===== src/rtl/shv_pkg.sv =====
`timescale 1ns / 1ps

package shv_pkg;

  // Register reset values and sizes
  localparam logic [31:0] MAGIC_RESET      = 32'hDCDC_F5F5;
  localparam logic [11:0] SCAN_LIMIT_RESET = 12'd2048;
  localparam int          MAX_VARINT_BYTES = 10;
  localparam int          CFG_DATA_W       = 32;

  // Configuration register indexes
  localparam logic CFG_MAGIC      = 1'b0;
  localparam logic CFG_SCAN_LIMIT = 1'b1;

  // Bounds on the fourth and fifth counts
  localparam logic [63:0] LEN_BOUND  = 64'h0000_0001_0000_0000;
  localparam logic [63:0] DATA_BOUND = 64'h0000_0100_0000_0000;

  // Header parse phase
  typedef enum logic [2:0] {
    PH_IDLE  = 3'd0,
    PH_MAGIC = 3'd1,
    PH_LEN   = 3'd2,
    PH_SKIP  = 3'd3,
    PH_STR   = 3'd4,
    PH_VAR   = 3'd5
  } phase_t;

  // Verdict codes
  typedef enum logic [2:0] {
    REASON_OK         = 3'd0,
    REASON_MAGIC      = 3'd1,
    REASON_FAULT      = 3'd2,
    REASON_UNTERM     = 3'd3,
    REASON_LONG_ULEB  = 3'd4,
    REASON_ZERO_COUNT = 3'd5,
    REASON_LEN_BOUND  = 3'd6,
    REASON_DATA_BOUND = 3'd7
  } reason_t;

  // Sticky value-check flags
  typedef struct packed {
    logic data_bad;
    logic len_bad;
    logic zero_bad;
  } check_flags_t;

  // One verdict
  typedef struct packed {
    logic    is_data;
    logic [63:0] total_length;
    reason_t reject_reason;
  } verdict_t;

endpackage


===== src/rtl/snapshot_header_validator_unit.sv =====
`timescale 1ns / 1ps

// A verdict is registered when the byte that decides it is accepted.
// Throughput: one byte per cycle while in_stall is low; one parse step per byte.
// A two-entry result buffer (output register plus skid) lets bytes flow while a
// verdict waits; in_stall rises only when both entries hold a verdict.
// Reset (rst, synchronous): parser waits for a start mark, buffer empty,
// registers back to magic 0xDCDCF5F5 and scan limit 2048.
module snapshot_header_validator_unit #(
  parameter int MAX_VARINT_BYTES = shv_pkg::MAX_VARINT_BYTES
) (
  input  logic                          clk,
  input  logic                          rst,
  // byte channel
  input  logic                          in_valid,
  output logic                          in_stall,
  input  logic [7:0]                    data_byte,
  input  logic                          start_req,
  input  logic                          fault,
  // verdict channel
  output logic                          res_valid,
  input  logic                          res_stall,
  output logic                          is_data,
  output logic [63:0]                   total_length,
  output logic [2:0]                    reject_reason,
  // configuration
  input  logic                          cfg_we,
  input  logic                          cfg_index,
  input  logic [shv_pkg::CFG_DATA_W-1:0] cfg_data
);

  localparam int IdxW = $clog2(MAX_VARINT_BYTES + 1);

  // Configuration registers
  logic [31:0] magic_word;
  logic [11:0] version_scan_limit;

  // Parse state
  shv_pkg::phase_t       phase, phase_next;
  logic [11:0]           position_count, position_count_next;
  logic [63:0]           length_field, length_field_next;
  logic [63:0]           varint_accum, varint_accum_next;
  logic [IdxW-1:0]       varint_byte_index, varint_byte_index_next;
  logic [2:0]            varint_number, varint_number_next;
  shv_pkg::check_flags_t check_flags, check_flags_next;
  logic [31:0]           magic_shift, magic_shift_next;

  // Result buffer
  shv_pkg::verdict_t res_q, skid_q, verdict_new;
  logic              skid_valid;
  logic              hit;

  logic accept;
  logic take;

  assign in_stall = skid_valid;
  assign accept   = in_valid & ~in_stall;
  assign take     = res_valid & ~res_stall;

  // Configuration writes
  always_ff @(posedge clk) begin
    if (rst) begin
      magic_word         <= shv_pkg::MAGIC_RESET;
      version_scan_limit <= shv_pkg::SCAN_LIMIT_RESET;
    end else if (cfg_we) begin
      unique case (cfg_index)
        shv_pkg::CFG_MAGIC:      magic_word         <= cfg_data[31:0];
        shv_pkg::CFG_SCAN_LIMIT: version_scan_limit <= cfg_data[11:0];
        default: ;
      endcase
    end
  end

  // One parse step per byte
  always_comb begin
    shv_pkg::phase_t       ph;
    logic [11:0]           pos;
    logic [63:0]           len;
    logic [IdxW-1:0]       idx;
    logic [2:0]            num;
    shv_pkg::check_flags_t flg;
    logic [31:0]           msh;
    logic [63:0]           acc;
    logic [5:0]            sh;
    logic [12:0]           pos_inc;
    shv_pkg::reason_t      reason;

    // a start mark clears the candidate
    ph  = start_req ? shv_pkg::PH_MAGIC : phase;
    pos = start_req ? '0 : position_count;
    len = start_req ? '0 : length_field;
    acc = start_req ? '0 : varint_accum;
    idx = start_req ? '0 : varint_byte_index;
    num = start_req ? '0 : varint_number;
    flg = start_req ? '0 : check_flags;
    msh = start_req ? '0 : magic_shift;

    phase_next             = ph;
    position_count_next    = pos;
    length_field_next      = len;
    varint_accum_next      = acc;
    varint_byte_index_next = idx;
    varint_number_next     = num;
    check_flags_next       = flg;
    magic_shift_next       = msh;

    hit     = 1'b0;
    reason  = shv_pkg::REASON_OK;
    sh      = 6'(7 * int'(idx));
    pos_inc = 13'(pos) + 13'd1;

    if (ph != shv_pkg::PH_IDLE) begin
      if (fault) begin
        hit    = 1'b1;
        reason = shv_pkg::REASON_FAULT;
      end else begin
        case (ph)
          shv_pkg::PH_MAGIC: begin
            magic_shift_next    = {data_byte, msh[31:8]};
            position_count_next = pos_inc[11:0];
            if (pos_inc >= 13'd4) begin
              position_count_next = '0;
              if (magic_shift_next != magic_word) begin
                hit    = 1'b1;
                reason = shv_pkg::REASON_MAGIC;
              end else begin
                phase_next = shv_pkg::PH_LEN;
              end
            end
          end
          shv_pkg::PH_LEN: begin
            length_field_next[8*pos[2:0] +: 8] = data_byte;
            position_count_next = pos_inc[11:0];
            if (pos_inc >= 13'd8) begin
              phase_next          = shv_pkg::PH_SKIP;
              position_count_next = '0;
            end
          end
          shv_pkg::PH_SKIP: begin
            position_count_next = pos_inc[11:0];
            if (pos_inc >= 13'd8) begin
              phase_next          = shv_pkg::PH_STR;
              position_count_next = '0;
            end
          end
          shv_pkg::PH_STR: begin
            if (data_byte == 8'd0) begin
              phase_next             = shv_pkg::PH_VAR;
              varint_accum_next      = '0;
              varint_byte_index_next = '0;
              varint_number_next     = '0;
            end else if (pos_inc >= {1'b0, version_scan_limit}) begin
              hit    = 1'b1;
              reason = shv_pkg::REASON_UNTERM;
            end else begin
              position_count_next = pos_inc[11:0];
            end
          end
          shv_pkg::PH_VAR: begin
            varint_accum_next = acc | (64'(data_byte[6:0]) << sh);
            if (data_byte[7]) begin
              // continuation byte
              varint_byte_index_next = idx + 1'b1;
              if ((IdxW+1)'(idx) + 1'b1 >= (IdxW+1)'(MAX_VARINT_BYTES)) begin
                hit    = 1'b1;
                reason = shv_pkg::REASON_LONG_ULEB;
              end
            end else begin
              // value complete: record its check
              if (num < 3'd3) begin
                if (varint_accum_next == '0) check_flags_next.zero_bad = 1'b1;
              end else if (num == 3'd3) begin
                if (varint_accum_next > shv_pkg::LEN_BOUND) check_flags_next.len_bad = 1'b1;
              end else begin
                if (varint_accum_next > shv_pkg::DATA_BOUND) check_flags_next.data_bad = 1'b1;
              end
              varint_number_next     = num + 3'd1;
              varint_accum_next      = '0;
              varint_byte_index_next = '0;
              if (num == 3'd4) begin
                hit = 1'b1;
                if (check_flags_next.zero_bad)      reason = shv_pkg::REASON_ZERO_COUNT;
                else if (check_flags_next.len_bad)  reason = shv_pkg::REASON_LEN_BOUND;
                else if (check_flags_next.data_bad) reason = shv_pkg::REASON_DATA_BOUND;
                else                                reason = shv_pkg::REASON_OK;
              end
            end
          end
          default: phase_next = shv_pkg::PH_IDLE;
        endcase
      end
    end

    if (hit) phase_next = shv_pkg::PH_IDLE;

    verdict_new.is_data       = (reason == shv_pkg::REASON_OK);
    verdict_new.total_length  = (ph >= shv_pkg::PH_SKIP) ? len + 64'd4 : '0;
    verdict_new.reject_reason = reason;
  end

  // Parse state registers
  always_ff @(posedge clk) begin
    if (rst) begin
      phase             <= shv_pkg::PH_IDLE;
      position_count    <= '0;
      length_field      <= '0;
      varint_accum      <= '0;
      varint_byte_index <= '0;
      varint_number     <= '0;
      check_flags       <= '0;
      magic_shift       <= '0;
    end else if (accept) begin
      phase             <= phase_next;
      position_count    <= position_count_next;
      length_field      <= length_field_next;
      varint_accum      <= varint_accum_next;
      varint_byte_index <= varint_byte_index_next;
      varint_number     <= varint_number_next;
      check_flags       <= check_flags_next;
      magic_shift       <= magic_shift_next;
    end
  end

  // Result register and skid entry
  always_ff @(posedge clk) begin
    if (rst) begin
      res_valid  <= 1'b0;
      skid_valid <= 1'b0;
    end else if (take || !res_valid) begin
      if (skid_valid) begin
        res_valid  <= 1'b1;
        skid_valid <= 1'b0;
      end else begin
        res_valid <= accept & hit;
      end
    end else if (accept && hit) begin
      skid_valid <= 1'b1;
    end
  end

  always_ff @(posedge clk) begin
    if (take || !res_valid) begin
      if (skid_valid) res_q <= skid_q;
      else if (accept && hit) res_q <= verdict_new;
    end else if (accept && hit) begin
      skid_q <= verdict_new;
    end
  end

  assign is_data       = res_q.is_data;
  assign total_length  = res_q.total_length;
  assign reject_reason = res_q.reject_reason;

endmodule


===== config.mk =====
export PLATFORM = sky130hd
export DESIGN_NAME = snapshot_header_validator_unit
export DESIGN_NICKNAME = d
export VERILOG_FILES = /design/src/rtl/shv_pkg.sv /design/src/rtl/snapshot_header_validator_unit.sv
export SDC_FILE = /design/constraint.sdc
export NUM_CORES = 1
export LEC_CHECK = 0
export BUFFER_PORTS_ARGS = -buffer_cell sky130_fd_sc_hd__buf_2
export CAP_MARGIN = 20
export CORE_ASPECT_RATIO = 0.75
export CORE_MARGIN = 10
export CORE_UTILIZATION = 55
export CTS_CLUSTER_SIZE = 14
export DETAILED_ROUTE_END_ITERATION = 8
export PLACE_DENSITY_LB_ADDON = 0.08
export SLEW_MARGIN = 20
export SYNTH_ARGS = -nofsm -noshare
export SYNTH_HDL_FRONTEND = slang
export SYNTH_SLANG_ARGS = --single-unit

===== constraint.sdc =====
create_clock -name clk -period 22.8 [get_ports clk]
set_clock_uncertainty 0.05 [all_clocks]
set_input_delay 3.42 -clock clk [delete_from_list [all_inputs] [get_ports clk]]
set_output_delay 3.42 -clock clk [all_outputs]
set_load 0.005 [all_outputs]

== Word-level counts from Yosys, hierarchy flattened ==
Index checks and enable logic that the tools add are counted.
Widths: inputs -> output; s select.
Storage, ports and cells
  logic and storage cells: 160
  latch bits: 0
  output and inout bits: 70
  bits in registers: 367
  memories kept: 0
  bits of input ports: 48
  RAM bits: 0
  memory bits (read-only): 0
Cells by class
  bitwise logic cells: 8
  divide/modulo/power cells: 0
  mux-type cells: 92
  equal/unequal tests: 8
  multipliers: 1
  magnitude comparators: 8
  reduce and logical (&&, ||, !) cells: 14
  shift-type cells: 3
  add/subtract/negate cells: 6
Operators with widths (number)
  $mux 64: 10
  $mux 68: 2
  $mux 32: 4
  $pmux 64 s2: 1
  $mux 12: 7
  $mux 3: 27
  $add 64x3->64 const B: 1
  $bwmux 64: 1
  $gt 64x33->1 const B: 1
  $gt 64x41->1 const B: 1
  $logic_not 64->1: 1
  $or 64x64->64: 1
  $shift 8x34->64 const A: 1
  $shiftx 8x34->64: 1
  $shl 7x6->64: 1
  $pmux 12 s3: 1
  $neg 6->34: 1
  $ne 32x32->1: 1
  $mux 1: 22
  $mux 4: 5
  $pmux 3 s5: 1
  $mux 2: 7
  $add 12x1->13 const B: 1
  $ge 13x12->1: 1
  other kinds (27): 40

== Longest topological paths before layout ==
Gate-level depths: netlist (run 1).
  depth in word-level cells: 23
  gate-level depth with buffers: 23
  mapped depth without buffers: 17

== Worst setup path after synthesis (run 1) ==
No wires, ideal clock.
  path kind: input -> register
  from: input port start_req
  to: register res_q, in the netlist is_data, enable pin
  library setup time: 0.494 ns
  buffers on the path: 2
  required time: 22.256 ns
  stages: 18
  data arrival time: 9.066 ns
  path slack: 13.190 ns
  cell sequence: buf_6 -> inv_2 -> clkbuf_1 -> nand2_1 -> inv_1 -> ha_1 -> xor2_1 -> inv_1 -> ha_1 -> a21o_1 -> a21o_1 -> a21o_1 -> a211oi_1 -> o21ai_0 -> a22oi_2 -> a31oi_1 -> nor2_1 -> nor2_1
On the way
  longest elaborated chain between the ends: 11
  elaborated cells on any way between the ends: 29
  those cells by class: add/sub: 2; order compare: 3; eq/ne: 5; mux: 15; reduce/logical: 4
RTL lines
  from (decl): RTL line snapshot_header_validator_unit.sv:18  | input logic start_req,
  $mux 12 or $mux 4 (tied branches): RTL line snapshot_header_validator_unit.sv:90, snapshot_header_validator_unit.sv:93
  $add 12x1->13 or $add 4x1->5 (tied branches): RTL line snapshot_header_validator_unit.sv:110, snapshot_header_validator_unit.sv:164
  $ge 13x12->1 or $ge 5x4->1 (tied branches): RTL line snapshot_header_validator_unit.sv:152, snapshot_header_validator_unit.sv:164
  $mux 1 (on tied branches): RTL line snapshot_header_validator_unit.sv:152, snapshot_header_validator_unit.sv:164
  $mux 1 (on tied branches): RTL line snapshot_header_validator_unit.sv:147, snapshot_header_validator_unit.sv:161
  $pmux 1 s3: RTL line snapshot_header_validator_unit.sv:117  | case (ph)
  $mux 1: RTL line snapshot_header_validator_unit.sv:113  | if (fault) begin
  $mux 1 (*): RTL line snapshot_header_validator_unit.sv:112  | if (ph != shv_pkg::PH_IDLE) begin
  $logic_and 1x1->1 (*): RTL line snapshot_header_validator_unit.sv:244  | else if (accept && hit) res_q <= verdict_new;
  $reduce_bool 2->1 (no line) (*)
  $reduce_and 2->1 (no line) (*)
  to (signal assigned): RTL line snapshot_header_validator_unit.sv:243  | if (skid_valid) res_q <= skid_q;
  to (signal assigned): RTL line snapshot_header_validator_unit.sv:244
  to (decl): RTL line snapshot_header_validator_unit.sv:49  | shv_pkg::verdict_t res_q, skid_q, verdict_new;
Mark *: on every way between the ends. The rest lies on a longest branch, timed or not.
A chain may end at the register's enable or synchronous reset.

==> run summary, run 1 <==
The routed design could run at a clock period as short as 9.04 ns. The pre-antenna-repair detailed-routing pass consisted of 8 iterations. The tree is rooted in a clkbuf_16.

The cell area power density came out at 66.1 mW/mm^2. The worst hold path endpoint is version_scan_limit[6]$_SDFFE_PP0P_. At the pin with the least slew margin, the transition time is approximately 1.1 ns.

Input and output buffers added on the ports amount to 117. The number of rows in the core area came out at 57. The arrival time at the worst endpoint came out at 9.33 ns. The final max-slew violation count is 0. Yosys printed 0 warnings. The maximum count of clock buffers along a single path is 3. The worst min-delay path class is flop to flop.

The minimum setup slack in the final design is between 10 and 15 ns. The flow ran to the end, and the final reports show no timing, DRC or antenna violations. The synthesis-to-layout area growth is 10.4%. The number of DRC markers after the initial detailed-route iteration is roughly 1600. Setup violations remaining at the end of the flow were counted as 0. The startpoint of the tightest hold check path is version_scan_limit[6]$_SDFFE_PP0P_. The post-place instance area is approximately 0.019 mm^2. Setup repair after global routing left no endpoint under its margin. The final sum of negative setup slack came out at 0 ns. The total CTS buffers is 37. The total of fill cells in the finished design came out at ~2800. The via count came out at 15600. After floorplanning, the core was sized to cover 0.0326 mm^2.

Power comes to between 1 and 1.5 mW. For this run, design rule violations remaining after detail routing come to 0. The number of H-tree branching levels is 2. The fraction of registers with async set/reset came out at 0%. The static leakage is around 6.8 nW.

The setup slack of the worst register-to-register path came out at roughly 17 ns. The starting density of the core came out at 56.0%. The die span in y came out at around 180 um. The proportion of netlist area held by the largest area contributor came out at ~24%.

The synthesis-stage register bit count is between 300 and 400. The number of antenna violations at the first check in global routing is 0. The count of unique library cells instantiated by Yosys came out at 99. The maximum ir drop on the vdd rail is roughly 0.060 mV.

The maximum net fanout on the critical path is 55. In this run the critical register-to-register path is captured at is_data$_DFFE_PP_. TritonCTS built the clock tree.

The total I/O pin count came out at ~120. The number of nets with antenna violations after detailed routing is 0. The area of the mapped netlist is about 0.018 mm^2. The worst setup timing slack at the placement stage came out at ~13 ns.

The post-synthesis cell count is roughly 2000. The detailed placer's ending HPWL came out at 34400 um. The sort of element at the end of the critical path is a flop.

Of the synthesized area, sequential elements account for a little under half. The final hold violation count is 0. The worst-skew pair later-pin latency is around 0.53 ns. The count of cells along the worst hold path came out at 2. The tool flagged a number of max-cap violations equal to 0. The number of enable flip-flop cells after synthesis came out at between 100 and 150. Dividing the synthesized area by the synthesized cell count gives between 8 and 9 um^2. Global routing finished with a remaining overflow of 0. The headroom to the max-slew limit is approximately a quarter. The final routed wire length divided by cell count is slightly above 20 um. The global router's overall resource usage came out at approximately a quarter. CTS saw roughly 360 sinks.

Summing all non-filler instances in the final layout gives an area of roughly 0.02 mm^2. The first-pass GRT wire length is 80900 um. Yosys attributes the largest share of cell area to dfxtp_1 (24%), edfxtp_1 (22%), nor2_1 (6.9%), a22oi_1 (5.6%), nand2_1 (5.1%). Dividing the final minimum period by the clock period gives 39.7%. The clock-pin slew of the registers on the worst-case setup and hold paths came out at approximately 0.060 ns.

The worst setup path is launched from a primary input. In the synthesized netlist the dominant register cell turns out to be dfxtp_1. The number of gates resized after CTS is 0. The number of nets handed over by synthesis was 2111. The worst setup path is of the primary input to flop kind. The leading area contributor after synthesis is dfxtp_1. The number of global-route vias before repair is roughly 14000. The die covers approximately 0.04 mm^2. The share of post-route cells with drive strength above 1 is 11.7%. The worst register-to-register path begins at varint_byte_index[1]$_SDFFE_PP0P_. The worst register-to-register path has a depth of 15.

The total length of routed wires is between 50000 and 60000 um. The total setup buffers inserted after CTS is 0. In the final design database the tool counted roughly 2200 nets. For this design, the CTS-stage hold fixing added 0 buffers. The largest net degree at the start of global routing is roughly 130. The repair_antennas step left the layout with diodes totalling 0. The die is 230 um wide. The via-per-instance ratio came out at roughly 6.1.

The placer's final routability congestion estimate came out at approximately 0.95. The highest achievable clock rate came out at between 0.1 and 0.15 GHz. The required time at the worst-slack endpoint came out at about 23 ns.
[metal layers]
layer | vias up | routed length [um] | track usage [%]
met2 | 596 | 21500 | 35.0
met1 | 7450 | 24900 | 36.3
li1 | 7440 | - | -
met3 | 65 | 4060 | 4.93
met5 | - | 0 | 0
met4 | 0 | 816 | 5.41
[cell usage after synthesis, types with 7 or more instances]
master and number:
nand3b_1 27, inv_1 42, or3_1 7, nand4_1 19, and2_1 18, clkbuf_1 111, ha_1 25, a32oi_1 10
nor4_1 27, a22oi_1 137, nand2b_1 16, or2_2 7, nor2b_1 37, xnor2_1 53, xor2_1 41, dfxtp_1 223
o21ai_0 50, a211oi_1 7, edfxtp_1 136, o22ai_1 11, o21ai_1 14, o32ai_1 13, nor2_1 337, buf_1 9
nor3_1 28, a21o_1 9, a2bb2oi_1 9, nor4bb_1 11, and3_1 19, a31oi_1 20, o31ai_1 64, a21oi_1 82
nand2_1 247, nand3_1 37
[cell usage in the layout (no fill, tap or decap), types with 27 or more instances in the layout]
master | synthesis | layout
a22oi_1 | 137 | 137
xor2_1 | 41 | 41
nand2_1 | 247 | 247
buf_2 | 4 | 115
o31ai_1 | 64 | 64
a21oi_1 | 82 | 82
dfxtp_1 | 223 | 222
nor2_1 | 337 | 336
o21ai_0 | 50 | 50
nor3_1 | 28 | 28
inv_1 | 42 | 42
nand3b_1 | 27 | 27
xnor2_1 | 53 | 53
nor2b_1 | 37 | 35
nand3_1 | 37 | 36
clkbuf_16 | 0 | 39
edfxtp_1 | 136 | 136
[power breakdown]
part           total (mW)  leakage [nW]  internal (mW)  switching (mW)
Clock               0.584         0.575          0.329           0.255
Sequential          0.678          2.92          0.672         0.00607
Combinational      0.0704          3.31         0.0205          0.0499
[cell type report]
type | instances | area [um^2] | area share (%)
clock buffer | 53 | 1070 | 5.30
inverter | 44 | 165 | 0.819
timing repair buffer | 132 | 707 | 3.51
multi-input combinational | 1503 | 9030 | 44.8
clock inverter | 15 | 87.6 | 0.434
tap | 442 | 553 | 2.74
sequential | 359 | 8550 | 42.4
[flip-flops by register name, indices dropped and copies added, names as in the netlist]
name,flops
position_count,12
magic_shift,24
total_length,64
skid_q,68
is_data,1
magic_word,32
version_scan_limit,12
check_flags,3
reject_reason,3
phase,3
length_field,64
varint_accum,64
varint_number,3
in_stall,1
res_valid,1
varint_byte_index,4
[cells by family (layout without fill, tap and decap cells)]
group	count (synthesis)	count (layout)	share of synthesized area [%]
AOI/OAI and AO/OA	493	493	19.2
xor gates and xnor gates	94	94	4.51
adders and majority gates	26	26	1.82
buffers and inverters	175	244	3.89
DFF	359	359	46.8
muxes	8	8	0.500
and+or+nand+nor	882	882	23.2
[worst max-delay path by stage]
stage,from,endpoint,slack (ns)
floorplan,start_req,is_data$_DFFE_PP_,13.19
global placement,start_req,is_data$_DFFE_PP_,13.54
detailed placement,start_req,is_data$_DFFE_PP_,13.38
CTS,start_req,is_data$_DFFE_PP_,13.92
global route,start_req,is_data$_DFFE_PP_,13.45
finish,start_req,is_data$_DFFE_PP_,13.76
[worst max-delay path: stages]
cell	delay (ns)
buf_4	0.57
inv_2	0.40
buf_4	0.40
and2_1	0.21
ha_1	0.29
inv_1	0.06
fa_1	1.05
nor2_1	0.25
a31oi_2	0.45
o2bb2ai_1	0.17
a2111oi_0	0.37
o2111ai_1	0.29
nor4_1	0.34
o221ai_2	0.22
nor3_1	0.30
nor2_1	0.13
o41ai_2	0.34
[through the flow]
| stage | std cells | hold WS (ns) | utilization, % |
|---|---|---|---|
| after global routing | 2548 | 0.435 | 61.9 |
| after detailed placement | 2480 | 0.398 | 58.3 |
| after floorplan | 2037 | 0.386 | - |
| after CTS | 2548 | 0.406 | 61.9 |
| final | 2548 | 0.411 | 61.9 |
| after global placement | 2480 | 0.396 | 58.3 |
No activity file was read; power rests on OpenSTA's default activity.
==> run 2, diff against run 1 <==
==> constraint.sdc (replaced) <==
create_clock -name clk -period 8.8 [get_ports clk]
set_clock_uncertainty 0.05 [all_clocks]
set_input_delay 1.32 -clock clk [delete_from_list [all_inputs] [get_ports clk]]
set_output_delay 1.32 -clock clk [all_outputs]
set_load 0.005 [all_outputs]
==> run 2 against run 1 <==
Effect of this change: flip-flop and latch count did not move; via count up 0.38%; setup slack lost 11 ns; combinational power rose to 2.6 times the previous value; die area unchanged; first-iteration DRC count is 8.7% higher; sequential power increased to 2.6 times the previous value; critical path depth shrank 2; sequential share of layout area is 0.15 points lower; cell count is essentially flat.
==> run summary, run 2 (same netlist as run 1, synthesis figures left out) <==
The highest achievable clock rate is 0.163 GHz. Leaving out fill and tap cells, the most frequent cell in the layout is nor2_1. Once the clock tree was built, the setup fixing pass inserted 0 buffers. Relative to the synthesized area, the layout overhead comes to 10.8%. The clock sink count is between 300 and 400. The remaining global-route overflow is 0. The worst-skew pair later-pin latency is about 0.54 ns. The slew at the pin closest to its max-slew limit is between 1 and 1.5 ns. The worst setup path is of the primary input to flop kind. The number of endpoints failing setup at the final stage came out at 0. The via-per-instance ratio came out at approximately 6.1. In the layout the commonest cells are nor2_1 (335), nand2_1 (247), dfxtp_1 (222). The total CTS buffers came out at 37.

The largest net degree at the start of global routing is roughly 130. The combined buffer and inverter count along the critical path came out at 4. The count of input and output buffers is about 120. The die span in y came out at approximately 180 um. On the critical path, the stage with the largest delay is an instance of and2_2. STA puts the critical path data required time at slightly below 9 ns. The static leakage is between 6 and 7 nW. Traced cell by cell, the critical path runs through buf_4 -> inv_2 -> nand2_1 -> inv_1 -> ha_1 -> nand4_1 -> xnor2_1 -> ha_1 -> and3_1 -> o221ai_1 -> o21ai_0 -> a22oi_2 -> a31oi_1 -> and2_2 -> buf_4. The count of antenna diodes in the layout came out at 0. The startpoint identified for the worst register-to-register timing path is varint_byte_index[0]$_SDFFE_PP0P_. The floorplan step defined a core boundary enclosing approximately 0.033 mm^2. In this run the worst hold path is classified as flop to flop.

The critical path launch point is start_req. The minimum setup slack in the final design is about 2.7 ns. The number of flip-flops in the largest register came out at a little under 70. Of all nets on the critical path, the largest fanout is 35. The share of post-route cells with drive strength above 1 came out at 11.7%. The count of nets after finishing came out at around 2200. The total length of routed wires is just over 50000 um. The detailed-routing iteration count for the pre-antenna-repair pass came out at 5. The final hold violation count came out at 0. The worst setup path is launched from a primary input. Across the run, the number of max-cap violations was 0. Setup repair after global routing left no endpoint under its margin. Once detail routing completed, the nets flagged for antenna violations numbered 0.

The run finished with clean final reports. The number of global-route vias before repair is about 14000. The number of rows in the core area is 57. The number of remaining DRC errors came out at 0. The final non-filler cell total is 2550. The headroom to the max-slew limit came out at about a quarter. The number of gates resized after CTS was 0. The number of antenna violations at the first check in global routing is 0.

The placer's final routability congestion estimate came out at around 0.91. The kind of cell adding the most delay to the critical path is simple AND/OR/NAND/NOR gates. Ranked by flip-flop count, first place goes to skid_q. During I/O placement, the number of pins put on the boundary was around 120.

The number of H-tree branching levels is 2. The startpoint identified for the worst hold timing path is version_scan_limit[1]$_SDFFE_PP0P_. The detailed router finished its first iteration with about 1700 violations.

In the final timing run, aggregate negative setup slack is 0 ns. The count of placed standard cells including taps came out at approximately 2500. The die covers a little over 0.04 mm^2. The buffer type at the clock tree root is clkbuf_16. In this run, post-CTS hold repair placed 0 buffers. The maximum ir drop on the vdd rail came out at approximately 0.14 mV. The clock-pin slew of the registers on the worst-case setup and hold paths came out at approximately 0.06 ns.

The maximum count of clock buffers along a single path is 3. The first-pass GRT wire length is slightly above 80000 um. The highest cell delay on the worst timing path is around 0.84 ns. The final period demand of the worst path is 6.14 ns.

In the final routed layout, each cell accounts on average for around 20 um. The starting density of the core came out at a little under three fifths. From left edge to right edge, the die measures around 230 um. The sort of element at the end of the critical path is a flop. On the final layout, the worst hold slack is 0.406 ns.

The final route contains about 16000 vias. The detailed placer's ending HPWL is 35200 um. The cell area power density came out at around 170 mW/mm^2.

The total power came out at between 3 and 4 mW. Data on the critical path arrives at its endpoint at between 6 and 7 ns. The global router's overall resource usage came out at around a quarter. The final max-slew violation count came to 0. Of the available clock period, the critical path in the final layout requires between 60% and 70%. TritonCTS built the clock tree.

The worst setup timing slack at the placement stage came out at between 2 and 2.5 ns.
run 2: cell types whose count changed in the layout (fill, tap and decap cells not counted), moves of 2 or more:
cell	previous run	this run
buf_4	16	21
bufinv_16	0	2
clkinv_1	1	3
clkinvlp_2	0	2
clkinv_2	10	4
run 2: layout make-up:
cell class | count | area [um^2]
fill | 2810 | 12400
multi-input combinational | 1503 | 9040
sequential | 359 | 8550
clock buffer | 53 | 1070
timing repair buffer | 137 | 744
tap | 442 | 553
inverter | 44 | 165
clock inverter | 12 | 110
run 2: stage by stage:
| stage | utilization [%] | cell area [um^2] |
|---|---|---|
| final | 62.1 | 20200 |
| after global routing | 62.1 | 20200 |
| after CTS | 62.1 | 20200 |
| after detailed placement | 58.5 | 19100 |
| after global placement | 58.5 | 19100 |
| after floorplan | - | 18300 |
run 2: final timing paths:
| check | depth (start not counted) | slack, ns | end |
|---|---|---|---|
| worst max-delay path | 15 | 2.66 | skid_q[46]$_DFFE_PP_ |
| worst min-delay path | 2 | 0.41 | version_scan_limit[1]$_SDFFE_PP0P_ |
| worst max register to register | 15 | 3.04 | is_data$_DFFE_PP_ |
| worst min register to register | 2 | 0.41 | version_scan_limit[1]$_SDFFE_PP0P_ |
run 2: per-layer routing:
metal | vias to the layer above | global-route usage, % | wire, um
li1 | 7464 | - | -
met2 | 572 | 34.8 | 21400
met5 | - | 0 | 0
met3 | 73 | 4.69 | 3870
met4 | 0 | 5.52 | 972
met1 | 7501 | 37.0 | 25400
run 2: power breakdown:
part	internal, mW	total [mW]	switching [mW]
clock network	0.902	1.54	0.638
logic	0.0540	0.184	0.130
registers	1.74	1.76	0.0153
run 2: worst min-delay path: stages, from the launching register on:
cell and delay, ns:
dfxtp_1 0.31, nand2_1 0.05, a21oi_1 0.05
